$ cat src/rtl/core/lfuc_pkg.sv
package lfuc_pkg;

	// Default table depth and field widths
	localparam int CAPACITY_DEF = 16;
	localparam int KEY_W        = 32;
	localparam int VAL_W        = 32;
	localparam int CNT_W        = 32;
	localparam int TCH_W        = 64;
	localparam int CAP_REG_W    = 5;

	localparam logic [CAP_REG_W-1:0] CAP_RESET = CAP_REG_W'(16);
	localparam logic [CNT_W-1:0]     CNT_MAX   = '1;
	localparam logic [CNT_W-1:0]     CNT_ONE   = CNT_W'(1);

	// Request opcodes
	localparam logic OP_GET = 1'b0;
	localparam logic OP_PUT = 1'b1;

	// Kind of entry update broadcast to the cells
	typedef enum logic {
		WR_HIT,
		WR_INSERT
	} wr_kind_t;

	// Scan record handed from cell to cell (indexes travel beside it)
	typedef struct packed {
		logic             vld;
		logic             found;
		logic [VAL_W-1:0] found_val;
		logic             have_best;
		logic [CNT_W-1:0] best_cnt;
		logic [TCH_W-1:0] best_tch;
		logic             have_free;
	} scan_t;

	// Entry update command (target index travels beside it)
	typedef struct packed {
		logic             en;
		wr_kind_t         kind;
		logic             set_val;
		logic [KEY_W-1:0] key;
		logic [VAL_W-1:0] value;
		logic [TCH_W-1:0] tch;
	} wr_cmd_t;

endpackage

$ cat src/rtl/core/lfuc_cell.sv
module lfuc_cell #(
	parameter int IW  = 4,
	parameter int IDX = 0
) (
	input  logic                      clk,
	input  logic                      arst_n,
	input  logic [lfuc_pkg::KEY_W-1:0] skey,
	input  lfuc_pkg::scan_t           scan_i,
	input  logic [IW-1:0]             found_idx_i,
	input  logic [IW-1:0]             best_idx_i,
	input  logic [IW-1:0]             free_idx_i,
	output lfuc_pkg::scan_t           scan_o,
	output logic [IW-1:0]             found_idx_o,
	output logic [IW-1:0]             best_idx_o,
	output logic [IW-1:0]             free_idx_o,
	input  lfuc_pkg::wr_cmd_t         wr,
	input  logic [IW-1:0]             wr_idx
);
	import lfuc_pkg::*;

	logic             valid_q;
	logic [KEY_W-1:0] key_q;
	logic [VAL_W-1:0] val_q;
	logic [CNT_W-1:0] cnt_q;
	logic [TCH_W-1:0] tch_q;

	scan_t            scan_q;
	logic [IW-1:0]    found_idx_q;
	logic [IW-1:0]    best_idx_q;
	logic [IW-1:0]    free_idx_q;

	logic             match;
	logic             better;
	logic             take_free;
	logic             wr_here;
	scan_t            scan_d;

	// Compare this entry against the passing scan record
	assign match     = valid_q && (key_q == skey) && !scan_i.found;
	assign better    = valid_q && (!scan_i.have_best || (cnt_q < scan_i.best_cnt) ||
		((cnt_q == scan_i.best_cnt) && (tch_q < scan_i.best_tch)));
	assign take_free = !valid_q && !scan_i.have_free;
	assign wr_here   = wr.en && (wr_idx == IW'(IDX));

	always_comb begin
		scan_d = scan_i;
		if (match) begin
			scan_d.found     = 1'b1;
			scan_d.found_val = val_q;
		end
		if (better) begin
			scan_d.have_best = 1'b1;
			scan_d.best_cnt  = cnt_q;
			scan_d.best_tch  = tch_q;
		end
		if (take_free) begin
			scan_d.have_free = 1'b1;
		end
	end

	// Hold entry valid bit
	always_ff @(posedge clk or negedge arst_n) begin
		if (!arst_n) begin
			valid_q <= 1'b0;
		end else if (wr_here && (wr.kind == WR_INSERT)) begin
			valid_q <= 1'b1;
		end
	end

	// Update entry payload on insert or hit
	always_ff @(posedge clk) begin
		if (wr_here) begin
			tch_q <= wr.tch;
			if (wr.kind == WR_INSERT) begin
				key_q <= wr.key;
				val_q <= wr.value;
				cnt_q <= CNT_ONE;
			end else begin
				if (wr.set_val) begin
					val_q <= wr.value;
				end
				if (cnt_q != CNT_MAX) begin
					cnt_q <= cnt_q + CNT_ONE;
				end
			end
		end
	end

	// Advance scan record
	always_ff @(posedge clk or negedge arst_n) begin
		if (!arst_n) begin
			scan_q <= '0;
		end else begin
			scan_q <= scan_d;
		end
	end

	// Advance scan indexes
	always_ff @(posedge clk) begin
		found_idx_q <= match ? IW'(IDX) : found_idx_i;
		best_idx_q  <= better ? IW'(IDX) : best_idx_i;
		free_idx_q  <= take_free ? IW'(IDX) : free_idx_i;
	end

	assign scan_o      = scan_q;
	assign found_idx_o = found_idx_q;
	assign best_idx_o  = best_idx_q;
	assign free_idx_o  = free_idx_q;

endmodule
$ cat config.mk
export PLATFORM = sky130hd
export DESIGN_NAME = lfuc_cell
export DESIGN_NICKNAME = d
export VERILOG_FILES = /design/src/rtl/core/lfuc_pkg.sv /design/src/rtl/core/lfuc_cell.sv
export SDC_FILE = /design/constraint.sdc
export NUM_CORES = 1
export LEC_CHECK = 0
export BUFFER_PORTS_ARGS = -buffer_cell sky130_fd_sc_hd__buf_2
export CELL_PAD_IN_SITES_DETAIL_PLACEMENT = 1
export CELL_PAD_IN_SITES_GLOBAL_PLACEMENT = 2
export CORE_ASPECT_RATIO = 0.6
export CORE_MARGIN = 2
export CORE_UTILIZATION = 36
export DETAILED_ROUTE_END_ITERATION = 8
export PLACE_DENSITY = 0.85
export SYNTH_ARGS = -nofsm -noshare
export SYNTH_HDL_FRONTEND = slang
export SYNTH_SLANG_ARGS = --single-unit
$ cat constraint.sdc
create_clock -name clk -period 5.95 [get_ports clk]
set_clock_uncertainty 0.2 [all_clocks]
set_input_delay 1.19 -clock clk [delete_from_list [all_inputs] [get_ports clk]]
set_output_delay 1.19 -clock clk [all_outputs]
set_load 0.01 [all_outputs]
Yosys cells after proc, flatten, opt, wreduce, memory -nomap -nowiden
Cells that the tools add are included.
- input bits: 313
- bits in registers: 305
- output and inout bits: 144
- word-level logic and storage cells: 46
- mux-type cells: 6
- add/sub/neg operators: 1
- reduce and logical (&&, ||, !) cells: 19
- equality and inequality tests: 3
- $lt $le $gt $ge: 2
- operator list (cell ; count):
    $mux W97 ; 1
    $mux W32 ; 3
    $eq A32 B32 Y1 ; 2
    $lt A64 B64 Y1 ; 1
    $mux W33 ; 1
    $add A32 B1 Y32 const B ; 1
    $lt A32 B32 Y1 ; 1
    $ne A32 B32 Y1 const B ; 1
    $logic_and A1 B1 Y1 ; 7
    $reduce_and A2 Y1 ; 3
    $logic_not A1 Y1 ; 4
    $logic_not A4 Y1 ; 1
    $reduce_bool A2 Y1 ; 2
    $logic_or A1 B1 Y1 ; 2
    $mux W1 ; 1

Logic depth before layout (Yosys ltp)
- word-level depth: 5
- gate-level depth with buffers: 13

Least setup slack after synthesis
No wires, ideal clock.
- path kind: input port to flip-flop
- from: in wr_idx[1]
- to: reg cnt_q[0], enable pin
- path buffers: 0
- setup slack: 1.307 ns
- arrival: 4.051 ns
- stages: 3
- data required time: 5.358 ns
- setup time: 0.392 ns
- path through: nor4_1 and2_1 and2_1
- longest elaborated chain between the ends: 3
- ends and longest elaborated chain (item ; RTL line ; RTL):
    start: declaration ; lfuc_cell.sv:17 ; input logic [IW-1:0] wr_idx
    $logic_not A4 Y1 ; lfuc_cell.sv:43 ; assign wr_here = wr.en && (wr_idx == IW'(IDX));
    $logic_and A1 B1 Y1 ; lfuc_cell.sv:43 ;
    net wr_here ; lfuc_cell.sv:35 ; logic wr_here;
    $reduce_and A2 Y1 (no line) ; n/a ;
    end signal: assignment ; lfuc_cell.sv:83 ; cnt_q <= cnt_q + CNT_ONE;
    end: declaration ; lfuc_cell.sv:24 ; logic [CNT_W-1:0] cnt_q;
The timed path passes the listed nets, and every way through them passes these cells.
A chain may end at the register's enable or synchronous reset.

==> results by group <==
Setup path
  – Crit path launch type: input port
  – Buf+Inv Stages, Crit Path: 3
  – CP delay by family, top: compound AO/OA/AOI/OAI gates
  – Data arrival time of the critical path: 4.51 ns
  – Data required time at the worst endpoint: 6.13 ns
  – Reg-to-reg endpoint: scan_o[91]
  – Depth of the most critical reg-to-reg path: 9
  – Max Fanout on Critical Path: 35
  – Number of gates on the worst path with buffers counted: 11
  – Critical Setup Path Class: input port to flip-flop
  – Launch point of the worst path: scan_i[19]
  – CP dominant cell by count: sky130_fd_sc_hd__nand4_1
  – Crit. End Element: flip-flop
  – Slack of the worst reg-to-reg path: 1.99 ns
  – Worst-path cell chain: buf_2 -> inv_1 -> ha_1 -> nand4_1 -> nor4_1 -> nand4_1 -> o211a_1 -> a211oi_1 -> o21a_4 -> buf_12 -> o211ai_2
  – Timing endpoint of the critical path: scan_o[38]
  – Delay of the slowest cell on the worst path: 0.62 ns
  – Worst R2R Start: cnt_q[19]
  – CP max stage cell: sky130_fd_sc_hd__nor4_1

Finish
  – Number of nets in the finished design: 2,134
  – Layout area overhead: 26.3%
  – Ratio of cells with drive above 1 in the final layout: 37.9%
  – Layout Utilization: 46.4%
  – Fin cells: 2,332

Drt
  – First-pass iteration count of the detailed router: 5
  – Count of routing violations after the opening detailed-route iteration: 629
  – Residual DRC count: 0
  – Average via count per standard cell: 5.15
  – DRT antenna net count: 0
  – Total via count in the routed design: 12,000
  – Detailed-route wire length per cell: 21.3 microns
  – Overall routed net length: 49,700 microns

Logic synthesis
  – Most frequent cells after synthesis: sky130_fd_sc_hd__edfxtp_1, sky130_fd_sc_hd__nand2_1, sky130_fd_sc_hd__dfrtp_1
  – Simple-gate portion of the synthesized area: 11.5%
  – Average instance area after synthesis: 12.0 sq um
  – Fraction of synthesized cell area in xor and xnor cells: 3.23%
  – Synth Area in Adders: 7.78%
  – Number of warnings issued by yosys: 0
  – Compound-gate portion of the synthesized area: 16.1%
  – Post-synthesis cell type count: 52
  – Count of state elements after synthesis: 305
  – Top flip-flop cell by instance count after synthesis: sky130_fd_sc_hd__edfxtp_1
  – Syn Std Cell Area: 15,400 sq um
  – Post-Syn Nets: 1,699
  – Main combinational cell family by area after synthesis: compound AO/OA/AOI/OAI gates
  – Most frequent cell after synthesis: sky130_fd_sc_hd__edfxtp_1
  – Sequential area share after synthesis: 54.2%
  – Share of synthesized flip-flops with an asynchronous set or reset: 43.6%
  – Cells after synthesis: 1,290
  – Library cell occupying the most area in the post-synthesis netlist: sky130_fd_sc_hd__edfxtp_1
  – Number of flops mapped to enable cells by yosys: 160
  – Multiplexer area fraction after synthesis: 2.33%
  – Synth top area cells: sky130_fd_sc_hd__edfxtp_1, sky130_fd_sc_hd__dfrtp_1, sky130_fd_sc_hd__ha_1, sky130_fd_sc_hd__o211ai_2, sky130_fd_sc_hd__nand2_1
  – Share of the synthesized area in the top cell type: 31.1%

Global route
  – Global routing usage summed across all routing layers: 21.9%
  – Initial antenna violation count: 15
  – First-pass GRT wire length: 75,400 microns
  – Residual overflow from global routing: 0
  – Via count of the first global-routing pass: 12,700
  – Pin count of the biggest net entering global routing: 112

Clock tree
  – Cts hold-fix bufs: 0
  – H-tree levels: 2
  – Max Buffers Root-to-Sink: 3
  – CTS sink count: 305
  – Number of buffers inserted by post-CTS setup repair: 0
  – Clk Tree Root Cell: sky130_fd_sc_hd__clkbuf_16
  – Clock network latency to the later pin of the worst-skew pair: 0.52 ns
  – Reg clk slew, reported paths: 0.06 ns
  – Post-CTS Resized: 0
  – Num CTS Buffers: 34
  – Clock tree from TritonCTS: yes

Timing
  – Min setup slack post-route: 1.62 ns
  – Measured slew at the worst slew-check pin: 1.10 ns
  – Count of endpoints failing hold in the final timing report: 0
  – RSZ-0062 raised after global routing: no
  – Setup-failing EPs final: 0
  – Post-layout minimum cycle time: 4.33 ns
  – Max-slew violation count: 0
  – Final worst path period share: 72.7%
  – Maximum clock frequency: 0.231 GHz
  – Setup Total Neg Slack: 0 ns
  – Max_slew headroom: 26.5%

Floorplan
  – Vertical die dimension: 164 microns
  – Die boundary width: 271 microns
  – Number of cell rows: 58
  – Initial standard-cell utilization of the core: 36.7%
  – Die area: 44,600 sq um
  – I/O pins: 457
  – Area of the placeable core: 42,100 sq um

Placed design
  – Number of cells after detailed placement: 2,259
  – Detailed-placement wirelength estimate: 35,800 microns
  – Post-placement worst setup slack: 0.960 ns
  – Routability-driven placement congestion ratio: 0.843
  – Number of buffers added on ports: 456

Min path
  – Hold/Removal Path Class: flip-flop to flip-flop
  – Cell count of the worst hold path: 1

Power
  – Static leakage power: 8.60 nW
  – Power density normalized to cell area: 291 nW/um^2
  – Peak supply drop: 0.175 mV

Run
  – Number of maximum-capacitance violations: 0

Outcome
  – Result of the run: finished clean
[cell families after synthesis]
group                    Yosys count
AND/OR/NAND/NOR                  350
flip-flops                       305
AO/OA/AOI/OAI                    277
buffers and inverters            173
adder cells (fa/ha/maj)           96
XOR/XNOR                          57
multiplexers                      32
[sequential cells by signal (all words and copies together), names as in the netlist]
register	flops
best_idx_o	4
valid_q	1
cnt_q	32
val_q	32
free_idx_o	4
scan_o	132
tch_q	64
found_idx_o	4
key_q	32
[routing by layer]
| metal | wire length (microns) | GRT usage [%] |
|---|---|---|
| met1 | 21600 | 28.4 |
| met2 | 24500 | 37.9 |
| met3 | 2370 | 4.01 |
| met4 | 1190 | 6.02 |
| met5 | 27 | 0 |
[cells in the final DEF (no fill, tap or decap), types with 5 or more instances in the layout]
cell type / Yosys / layout
sky130_fd_sc_hd__diode_2: 0 / 11
sky130_fd_sc_hd__nand2b_1: 68 / 68
sky130_fd_sc_hd__nand2_1: 135 / 135
sky130_fd_sc_hd__and3_1: 6 / 6
sky130_fd_sc_hd__o211ai_1: 32 / 32
sky130_fd_sc_hd__nor2b_1: 10 / 10
sky130_fd_sc_hd__clkbuf_16: 0 / 37
sky130_fd_sc_hd__nand4_1: 25 / 25
sky130_fd_sc_hd__clkbuf_1: 41 / 6
sky130_fd_sc_hd__buf_4: 4 / 9
sky130_fd_sc_hd__buf_2: 14 / 455
sky130_fd_sc_hd__nor3b_1: 5 / 5
sky130_fd_sc_hd__inv_1: 104 / 104
sky130_fd_sc_hd__and2_1: 7 / 5
sky130_fd_sc_hd__bufinv_16: 0 / 5
sky130_fd_sc_hd__nand3_1: 18 / 18
sky130_fd_sc_hd__xor2_1: 38 / 38
sky130_fd_sc_hd__a221o_1: 36 / 36
sky130_fd_sc_hd__edfxtp_1: 160 / 160
sky130_fd_sc_hd__o211ai_2: 94 / 94
sky130_fd_sc_hd__xnor2_1: 19 / 19
sky130_fd_sc_hd__a21oi_1: 39 / 39
sky130_fd_sc_hd__mux2_2: 32 / 32
sky130_fd_sc_hd__o22ai_1: 34 / 33
sky130_fd_sc_hd__a21o_1: 5 / 5
sky130_fd_sc_hd__dfxtp_1: 12 / 12
sky130_fd_sc_hd__clkbuf_8: 0 / 5
sky130_fd_sc_hd__dfrtp_1: 133 / 132
sky130_fd_sc_hd__nor2_1: 40 / 39
sky130_fd_sc_hd__ha_1: 96 / 96
sky130_fd_sc_hd__nor4_1: 8 / 8
sky130_fd_sc_hd__nor3_1: 8 / 8
sky130_fd_sc_hd__or3_1: 6 / 6
sky130_fd_sc_hd__o21ai_0: 18 / 18
[worst reg2reg max path, cell delays in order (launching register included)]
cell	delay (ns)
sky130_fd_sc_hd__edfxtp_1	0.52
sky130_fd_sc_hd__ha_1	0.37
sky130_fd_sc_hd__nand4_1	0.13
sky130_fd_sc_hd__or3_1	0.38
sky130_fd_sc_hd__nor4_2	0.49
sky130_fd_sc_hd__nand4_1	0.24
sky130_fd_sc_hd__or4_4	0.48
sky130_fd_sc_hd__o21a_4	0.40
sky130_fd_sc_hd__buf_12	0.27
sky130_fd_sc_hd__a221o_1	0.37
[how the worst min path moves through the flow]
stage	start	to	slack, ns
2_1_floorplan	val_q[2]	scan_o[100]	0.25
3_3_place_gp	val_q[0]	scan_o[98]	0.26
3_5_place_dp	val_q[30]	scan_o[128]	0.26
4_1_cts	val_q[1]	scan_o[99]	0.28
5_1_grt	val_q[26]	scan_o[124]	0.29
6_report	val_q[1]	scan_o[99]	0.28
[metrics by stage]
stage          hold slack (ns)  cell area, sq um  power [W]
6_report                 0.280             19500    0.00569
5_1_grt                  0.294             19500    0.00595
4_1_cts                  0.279             19500    0.00577
3_5_place_dp             0.265             18300    0.00341
3_3_place_gp             0.257             18300    0.00338
2_1_floorplan            0.254             15400    0.00298
[power by group]
part	internal (W)	leakage (nW)	switching, W
sequential	0.00238	3.11	0.0000944
combinational	0.000394	4.89	0.000496
clock	0.00142	0.596	0.000907
total	0.00419	8.60	0.00150
[layout make-up]
class,instances,area [sq um]
fillers,4654,22600
flip-flops and latches,305,8380
multi-input cells,812,6360
repair buffers,468,2420
clock buffers,48,1020
well taps,570,713
inverters,104,390
clock inverters,14,206
diodes,11,27.5
Note: power is estimated with default switching activity, not from simulation.
